File: src/rtl/latency_histogram_percentile_macros.svh
// Assertion macros for the latency histogram block.
// Used by latency_histogram_percentile.sv; no other dependencies.
`ifndef LATENCY_HISTOGRAM_PERCENTILE_MACROS_SVH
`define LATENCY_HISTOGRAM_PERCENTILE_MACROS_SVH
`ifndef SYNTHESIS
`define LHP_ASSERT_NOW(label, ante, cons, msg) \
  label: assert property (@(posedge clk) disable iff (!rst_n) (ante) |-> (cons)) \
    else $error(msg);
`define LHP_ASSERT_NEXT(label, ante, cons, msg) \
  label: assert property (@(posedge clk) disable iff (!rst_n) (ante) |=> (cons)) \
    else $error(msg);
`else
`define LHP_ASSERT_NOW(label, ante, cons, msg)
`define LHP_ASSERT_NEXT(label, ante, cons, msg)
`endif
`endif

File: src/rtl/lhp_pkg.sv
// Constants, operation codes and bucket bounds for the latency histogram.
// No dependencies; imported by latency_histogram_percentile.
package lhp_pkg;

  localparam int NUM_BUCKETS    = 12;
  localparam int BIDX_W         = $clog2(NUM_BUCKETS);
  localparam int COUNT_BITS_DEF = 32;
  localparam int SUM_W          = 48;
  localparam int PCT_W          = 7;
  localparam int PCT_FULL       = 100;

  localparam logic [1:0] OP_RECORD = 2'd0;
  localparam logic [1:0] OP_QUERY  = 2'd1;
  localparam logic [1:0] OP_CLEAR  = 2'd2;

  localparam logic [31:0] BOUND_TAB [NUM_BUCKETS] = '{
    32'd1, 32'd2, 32'd5, 32'd10, 32'd20, 32'd50, 32'd100, 32'd200,
    32'd500, 32'd1000, 32'd2000, 32'h7fff_ffff
  };

  function automatic logic [BIDX_W-1:0] pick_bucket(input logic [31:0] ms);
    logic [BIDX_W-1:0] sel;
    sel = BIDX_W'(NUM_BUCKETS - 1);
    for (int i = NUM_BUCKETS - 1; i >= 0; i--) begin
      if (ms <= BOUND_TAB[i]) begin
        sel = BIDX_W'(i);
      end
    end
    return sel;
  endfunction

endpackage

File: src/rtl/latency_histogram_percentile.sv
// Top level of the bucketed latency histogram with percentile query.
// Depends on lhp_pkg and latency_histogram_percentile_macros.svh.
//
// Usage: one input channel (in_*) carries transactions whose tuser holds the
// operation (record, query, clear) and whose tdata holds the sample and the
// percentile. Every accepted transaction yields exactly one result
// transaction on out_*, carrying the bucket index or the percentile answer
// together with the count, sum, minimum and maximum as they stand after it.
// Only one transaction is processed at a time; in_tready is high while the
// sequencer is idle. A record passes through the update state before its
// result is presented. A query on a non-empty histogram loads the first
// bucket and then walks the buckets with one shared accumulate-and-compare
// adder, one bucket per cycle, until a bucket reaches the target or the last
// bucket is met. A clear, an unused operation or a query on an empty
// histogram goes straight to presenting its result.
// The block accepts again once the result enters the output register.
// The result sits in an output register, so a new transaction is accepted
// while an earlier result still waits; if the receiver stalls, the sequencer
// holds its finished result until the output register is free.
// Reset clears all buckets and counters and sets minimum and maximum to -1.
`include "latency_histogram_percentile_macros.svh"

module latency_histogram_percentile
  import lhp_pkg::*;
#(
  parameter int COUNT_BITS = COUNT_BITS_DEF
) (
  input  logic         clk,
  input  logic         rst_n,
  input  logic         in_tvalid,
  output logic         in_tready,
  // [31:0] sample_ms, [39:32] percent
  input  logic [39:0]  in_tdata,
  // [1:0] op
  input  logic [1:0]   in_tuser,
  output logic         out_tvalid,
  input  logic         out_tready,
  // [3:0] bucket_index, [35:4] percentile_ms, [67:36] sample_count,
  // [115:68] latency_sum, [147:116] min_latency, [179:148] max_latency
  output logic [183:0] out_tdata
);

  localparam int C100_W = COUNT_BITS + PCT_W;
  localparam int ACC_W  = C100_W + BIDX_W;

  localparam logic [2:0] S_IDLE  = 3'd0;
  localparam logic [2:0] S_REC   = 3'd1;
  localparam logic [2:0] S_QLOAD = 3'd2;
  localparam logic [2:0] S_QWALK = 3'd3;
  localparam logic [2:0] S_DONE  = 3'd4;

  logic [2:0]            state_r, state_nxt;
  logic [COUNT_BITS-1:0] counts_r [NUM_BUCKETS];
  logic [COUNT_BITS-1:0] total_r;
  logic [SUM_W-1:0]      sum_r;
  logic [31:0]           lowest_r;
  logic [31:0]           highest_r;
  logic [BIDX_W-1:0]     idx_r;
  logic [30:0]           ms_r;
  logic [C100_W-1:0]     y_r;
  logic [C100_W-1:0]     c100_r;
  logic [ACC_W-1:0]      acc100_r;
  logic [BIDX_W-1:0]     bidx_r;
  logic [31:0]           pres_r;
  logic                  out_tvalid_r;
  logic [183:0]          out_tdata_r;

  logic                  in_acc;
  logic                  out_load;
  logic [1:0]            op;
  logic [31:0]           sample;
  logic [7:0]            pct_raw;
  logic [PCT_W-1:0]      pct;
  logic [31:0]           ms_clamp;
  logic [31:0]           ms32;
  logic [SUM_W:0]        sum_wide;
  logic [ACC_W-1:0]      acc_sum;
  logic                  hit;
  logic                  last;
  logic [BIDX_W-1:0]     idx_inc;
  logic [63:0]           total_ext;

  assign in_tready = (state_r == S_IDLE);
  assign in_acc    = in_tvalid && in_tready;
  assign out_load  = (state_r == S_DONE) && (!out_tvalid_r || out_tready);
  assign op        = in_tuser;
  assign sample    = in_tdata[31:0];
  assign pct_raw   = in_tdata[39:32];

  always_comb begin
    if (pct_raw[7]) begin
      pct = '0;
    end else if (pct_raw > 8'(PCT_FULL)) begin
      pct = PCT_W'(PCT_FULL);
    end else begin
      pct = pct_raw[PCT_W-1:0];
    end
  end

  assign ms_clamp  = sample[31] ? 32'd0 : sample;
  assign ms32      = {1'b0, ms_r};
  assign sum_wide  = {1'b0, sum_r} + (SUM_W+1)'(ms32);
  assign acc_sum   = acc100_r + ACC_W'(c100_r);
  assign hit       = (acc_sum >= ACC_W'(y_r)) && (acc_sum != '0);
  assign last      = (idx_r == BIDX_W'(NUM_BUCKETS - 1));
  assign idx_inc   = last ? '0 : idx_r + BIDX_W'(1);
  assign total_ext = 64'(total_r);

  always_comb begin
    state_nxt = state_r;
    unique case (state_r)
      S_IDLE: begin
        if (in_acc) begin
          if (op == OP_RECORD) begin
            state_nxt = S_REC;
          end else if (op == OP_QUERY && total_r != '0) begin
            state_nxt = S_QLOAD;
          end else begin
            state_nxt = S_DONE;
          end
        end
      end
      S_REC:   state_nxt = S_DONE;
      S_QLOAD: state_nxt = S_QWALK;
      S_QWALK: begin
        if (hit || last) begin
          state_nxt = S_DONE;
        end
      end
      S_DONE: begin
        if (out_load) begin
          state_nxt = S_IDLE;
        end
      end
      default: state_nxt = S_IDLE;
    endcase
  end

  always_ff @(posedge clk) begin
    if (!rst_n) begin
      state_r      <= S_IDLE;
      total_r      <= '0;
      sum_r        <= '0;
      lowest_r     <= '1;
      highest_r    <= '1;
      out_tvalid_r <= 1'b0;
      for (int i = 0; i < NUM_BUCKETS; i++) begin
        counts_r[i] <= '0;
      end
    end else begin
      state_r <= state_nxt;
      if (out_load) begin
        out_tvalid_r <= 1'b1;
      end else if (out_tready) begin
        out_tvalid_r <= 1'b0;
      end
      if (in_acc && op == OP_CLEAR) begin
        total_r   <= '0;
        sum_r     <= '0;
        lowest_r  <= '1;
        highest_r <= '1;
        for (int i = 0; i < NUM_BUCKETS; i++) begin
          counts_r[i] <= '0;
        end
      end
      if (state_r == S_REC) begin
        if (counts_r[idx_r] != '1) begin
          counts_r[idx_r] <= counts_r[idx_r] + COUNT_BITS'(1);
        end
        if (total_r != '1) begin
          total_r <= total_r + COUNT_BITS'(1);
        end
        sum_r <= sum_wide[SUM_W] ? '1 : sum_wide[SUM_W-1:0];
        if (lowest_r[31] || ms32 < lowest_r) begin
          lowest_r <= ms32;
        end
        if (highest_r[31] || ms32 > highest_r) begin
          highest_r <= ms32;
        end
      end
    end
  end

  always_ff @(posedge clk) begin
    if (in_acc) begin
      bidx_r <= '0;
      pres_r <= (op == OP_QUERY && total_r == '0) ? '1 : '0;
      idx_r  <= (op == OP_RECORD) ? pick_bucket(ms_clamp) : '0;
      ms_r   <= ms_clamp[30:0];
      y_r    <= C100_W'(total_r) * C100_W'(pct);
    end
    if (state_r == S_REC) begin
      bidx_r <= idx_r;
    end
    if (state_r == S_QLOAD) begin
      acc100_r <= '0;
      c100_r   <= C100_W'(counts_r[idx_r]) * C100_W'(PCT_FULL);
    end
    if (state_r == S_QWALK) begin
      if (hit || last) begin
        pres_r <= last ? highest_r : BOUND_TAB[idx_r];
      end else begin
        acc100_r <= acc_sum;
        c100_r   <= C100_W'(counts_r[idx_inc]) * C100_W'(PCT_FULL);
        idx_r    <= idx_inc;
      end
    end
    if (out_load) begin
      out_tdata_r <= {4'd0, highest_r, lowest_r, sum_r, total_ext[31:0], pres_r,
                      4'(bidx_r)};
    end
  end

  assign out_tvalid = out_tvalid_r;
  assign out_tdata  = out_tdata_r;

  `LHP_ASSERT_NEXT(a_record_enters_update, in_acc && op == OP_RECORD,
                   state_r == S_REC, "record transaction did not reach the update step")
  `LHP_ASSERT_NEXT(a_count_after_record, state_r == S_REC,
                   total_r != '0, "total count is zero after a record")
  `LHP_ASSERT_NOW(a_walk_index_range, state_r == S_QWALK,
                  idx_r < BIDX_W'(NUM_BUCKETS), "bucket walk index out of range")
  `LHP_ASSERT_NOW(a_no_empty_answer, state_r == S_DONE && total_r != '0,
                  pres_r != '1, "empty answer reported for a populated histogram")

endmodule
File: config.mk
export PLATFORM = sky130hd
export DESIGN_NAME = latency_histogram_percentile
export DESIGN_NICKNAME = d
export VERILOG_FILES = /design/src/rtl/lhp_pkg.sv /design/src/rtl/latency_histogram_percentile.sv
export VERILOG_INCLUDE_DIRS = /design/src /design/src/rtl
export SDC_FILE = /design/constraint.sdc
export NUM_CORES = 2
export LEC_CHECK = 0
export BUFFER_PORTS_ARGS = -buffer_cell sky130_fd_sc_hd__buf_4
export CAP_MARGIN = 20
export CORE_MARGIN = 2
export CORE_UTILIZATION = 59
export DETAILED_ROUTE_END_ITERATION = 10
export PLACE_DENSITY = 0.78
export SLEW_MARGIN = 40
export SYNTH_ARGS = -nofsm -noshare
export SYNTH_HDL_FRONTEND = slang
export SYNTH_SLANG_ARGS = --single-unit
File: constraint.sdc
create_clock -name clk -period 15.4 [get_ports clk]
set_input_delay 2.31 -clock clk [delete_from_list [all_inputs] [get_ports clk]]
set_output_delay 2.31 -clock clk [all_outputs]
set_load 0.02 [all_outputs]
==> metrics.md <==
| Metric | Value |
|---|---|
| Status | `finished, final reports clean` |
| Share of cells above drive strength 1 | `10.6%` |
| Post-Syn Area | `0.0667 mm²` |
| Clock H-tree levels | `3` |
| Number of synthesized flops with an enable pin | `766` |
| FF-to-FF setup slack | `4.79 ns` |
| Worst EP arrival | `11.20 ns` |
| Routed Antenna Nets | `0` |
| PwrDens | `138 mW/mm²` |
| TritonRoute pass-1 iters | `7` |
| Final setup viols | `0` |
| CTS root buffer | `clkbuf_16` |
| Seq pwr share | `32.5%` |
| Cell internal pwr | `6.26 mW` |
| Fin nets | `7417` |
| Main synth FF type | `edfxtp_1` |
| Synthesis Warnings | `0` |
| Worst Hold Class | `reg2reg` |
| Post-CTS Resized | `0` |
| Comb pwr share | `40.7%` |
| Postcts setup bufs | `0` |
| Reg-to-reg endpoint | `c100_r[38]` |
| # hold bufs at CTS | `0` |
| Highest clock rate | `0.0943 GHz` |
| Vias in the first global route | `52029` |
| Area grow syn2layout | `10.4%` |
| Slowest-stage cell, CP | `ha_4` |
| Leading cell type in the layout, fill and taps excluded | `edfxtp_1` |
| Die Area | `0.116 mm²` |
| DR vias | `54013` |
| Routability cong. | `0.960` |
| Slew @ Worst Pin | `0.966 ns` |
| Die X | `340 µm` |
| Port buffer count | `227` |
| CTS buffer count | `105` |
| Row count | `123` |
| Leading cell types in the layout, fill and taps excluded | `edfxtp_1, nand2_1, inv_1, nor2_1, ha_1` |
| Hpwl dp | `131000 µm` |
| Clock power share | `26.7%` |
| Crit Path Max Fanout | `54` |
| Post-synth ARST share | `0%` |
| Setup TNS | `0 ns` |
| Hold endpoint | `out_tdata[32]` |
| Clock sinks | `1032` |
| Register area share after synthesis | `42.5%` |
| Pin count of the biggest net entering global routing | `94` |
| Crit. End Element | `flop` |
| Worst slew margin | `35.3%` |
| Sw Pwr | `3.88 mW` |
| Core outline area | `0.112 mm²` |
| Global Route Usage Sum | `33.7%` |
| Slowest stage delay, CP | `0.97 ns` |
| Mapped Cells | `6707` |
| Clock-pin transition on the worst setup and hold timing paths | `0.07 ns` |
| Overflow after GRT | `0` |
| CTS Buffer Depth | `3` |
| FF-to-FF path depth | `29` |
| Crit start category | `flop` |
| IO Count | `232` |
| First-pass GRT wire length | `303000 µm` |
| Initial DRC count | `6791` |
| CP required | `16.00 ns` |
| Final period util | `68.9%` |
| Synth Register Bits | `1032` |
| Pins Over Slew Limit | `0` |
| Min Tclk post-route | `10.61 ns` |
| Max cap viols | `0` |
| Syn Area/Cell | `9.94 µm²` |
| Leak | `31.7 nW` |
| Antenna violations before repair | `16` |
| DRC | `0` |
| CTS tree | `yes` |
| Hold Path Depth | `0` |
| Worst-Skew Late Latency | `0.73 ns` |
| Crit path kind | `reg2reg` |
| Min-delay src | `pres_r[28]` |
| Vias/cell | `6.48` |
| Synth cell types | `89` |
| RSZ-0062 raised after global routing | `false` |
| Max Clock Skew | `0.0329 ns` |
| Starting Density | `59.3%` |
| Routed WL | `200000 µm` |
| Worst VDD drop | `0.000127 V` |
| Power Total | `10.1 mW` |
| Per-cell routed wire length | `24.0 µm` |
| R2R Path Start | `idx_r[0]` |
| Final hold violation count | `0` |
| Sw frac | `38.3%` |
| Die height | `340 µm` |
Yosys cell counts (26+ instances only):
cell type  instances  area, µm²
a211oi_1          59        443
a21o_1           133        998
a21oi_1          297       1490
a221oi_1          33        289
a22oi_1           31        233
a311oi_1          38        333
a31oi_1           66        413
and2_1           145        907
and3_1           130        813
buf_1             30        113
buf_2             32        160
clkbuf_1         328       1230
dfxtp_1          266       5330
edfxtp_1         766      23000
fa_1             205       4100
ha_1             438       5480
inv_1            619       2320
mux2_2            52        586
mux2i_1          262       2620
mux4_2            65       1460
nand2_1          664       2490
nand2b_1          33        206
nand3_1          200       1000
nand4_1           50        313
nor2_1           614       2300
nor2b_1           74        463
nor3_1           104        521
o2111ai_1         26        228
o211ai_1          38        285
o21a_1            49        368
o21ai_0          292       1460
o22a_1            32        280
o22ai_1           43        269
xnor2_1          100        876
xor2_1            73        639
area by class of cell:
cell class                 instances  area (µm²)
clock buffer                     135        2820
inverter                         621        2330
multi-input combinational       4654       35000
fill                            8493       38700
timing repair buffer             314        2400
sequential                      1032       28300
tap                             1500        1880
clock inverter                    63         818
antenna                           14        35.0
per-layer routing:
layer	track usage, %	share of wire (%)	wire (µm)
met1	44.7	37	74000
met2	51.7	44	88900
met3	9.10	13	26300
met4	16.1	5.3	10600
met5	0	0.019	38
flip-flops by register name, summed over array words and instances, names as in the netlist:
signal,cells
total_r,32
sum_r,48
y_r,39
out_tvalid,1
out_tdata,180
bidx_r,4
c100_r,39
highest_r,32
ms_r,31
lowest_r,32
counts_r,512
state_r,3
idx_r,4
acc100_r,43
pres_r,32
logic make-up after synthesis:
kind of cell | synth area share [%]
buffers and inverters | 5.91
other | 0.00563
AO/OA/AOI/OAI | 12.8
multiplexers | 7.30
AND/OR/NAND/NOR | 14.8
XOR/XNOR | 2.27
flip-flops | 42.5
adder cells (fa/ha/maj) | 14.4
power groups by stage:
stage,clock (mW),sequential [mW],combinational (mW)
after floorplan,0,3.33,2.91
after global placement,0,3.35,3.84
after detailed placement,0,3.35,3.97
after CTS,2.72,3.29,4.03
after global routing,2.83,3.31,4.50
final,2.71,3.30,4.13
worst max-delay path by stage:
stage | end | slack (ns) | start
2_1_floorplan | out_tdata[0] | 4.87 | out_tready
3_3_place_gp | y_r[38] | 5.39 | in_tdata[33]
3_5_place_dp | y_r[38] | 5.33 | in_tdata[33]
4_1_cts | c100_r[38] | 5.27 | idx_r[0]
5_1_grt | c100_r[36] | 4.55 | idx_r[0]
6_report | c100_r[38] | 4.79 | idx_r[0]
through the flow:
stage	utilization, %	hold slack (ns)	setup WS, ns	cell area (µm²)	cells
global route	65.5	0.432	4.55	73600	8331
floorplan	-	0.400	4.87	66700	6710
detailed placement	62.2	0.414	5.33	69900	8120
CTS	65.4	0.429	5.27	73500	8318
finish	65.5	0.427	4.79	73600	8333
global placement	61.9	0.411	5.39	69600	8118
worst max-delay path: cells and delay by family (launching register included):
family	cells	cell delay (ns)
AO/OA/AOI/OAI	10	1.84
adder cells (fa/ha/maj)	5	2.44
buffers and inverters	6	3.00
flip-flops	1	0.63
multiplexers	2	0.71
AND/OR/NAND/NOR	6	1.71
Power figures use the tool's default switching activity.
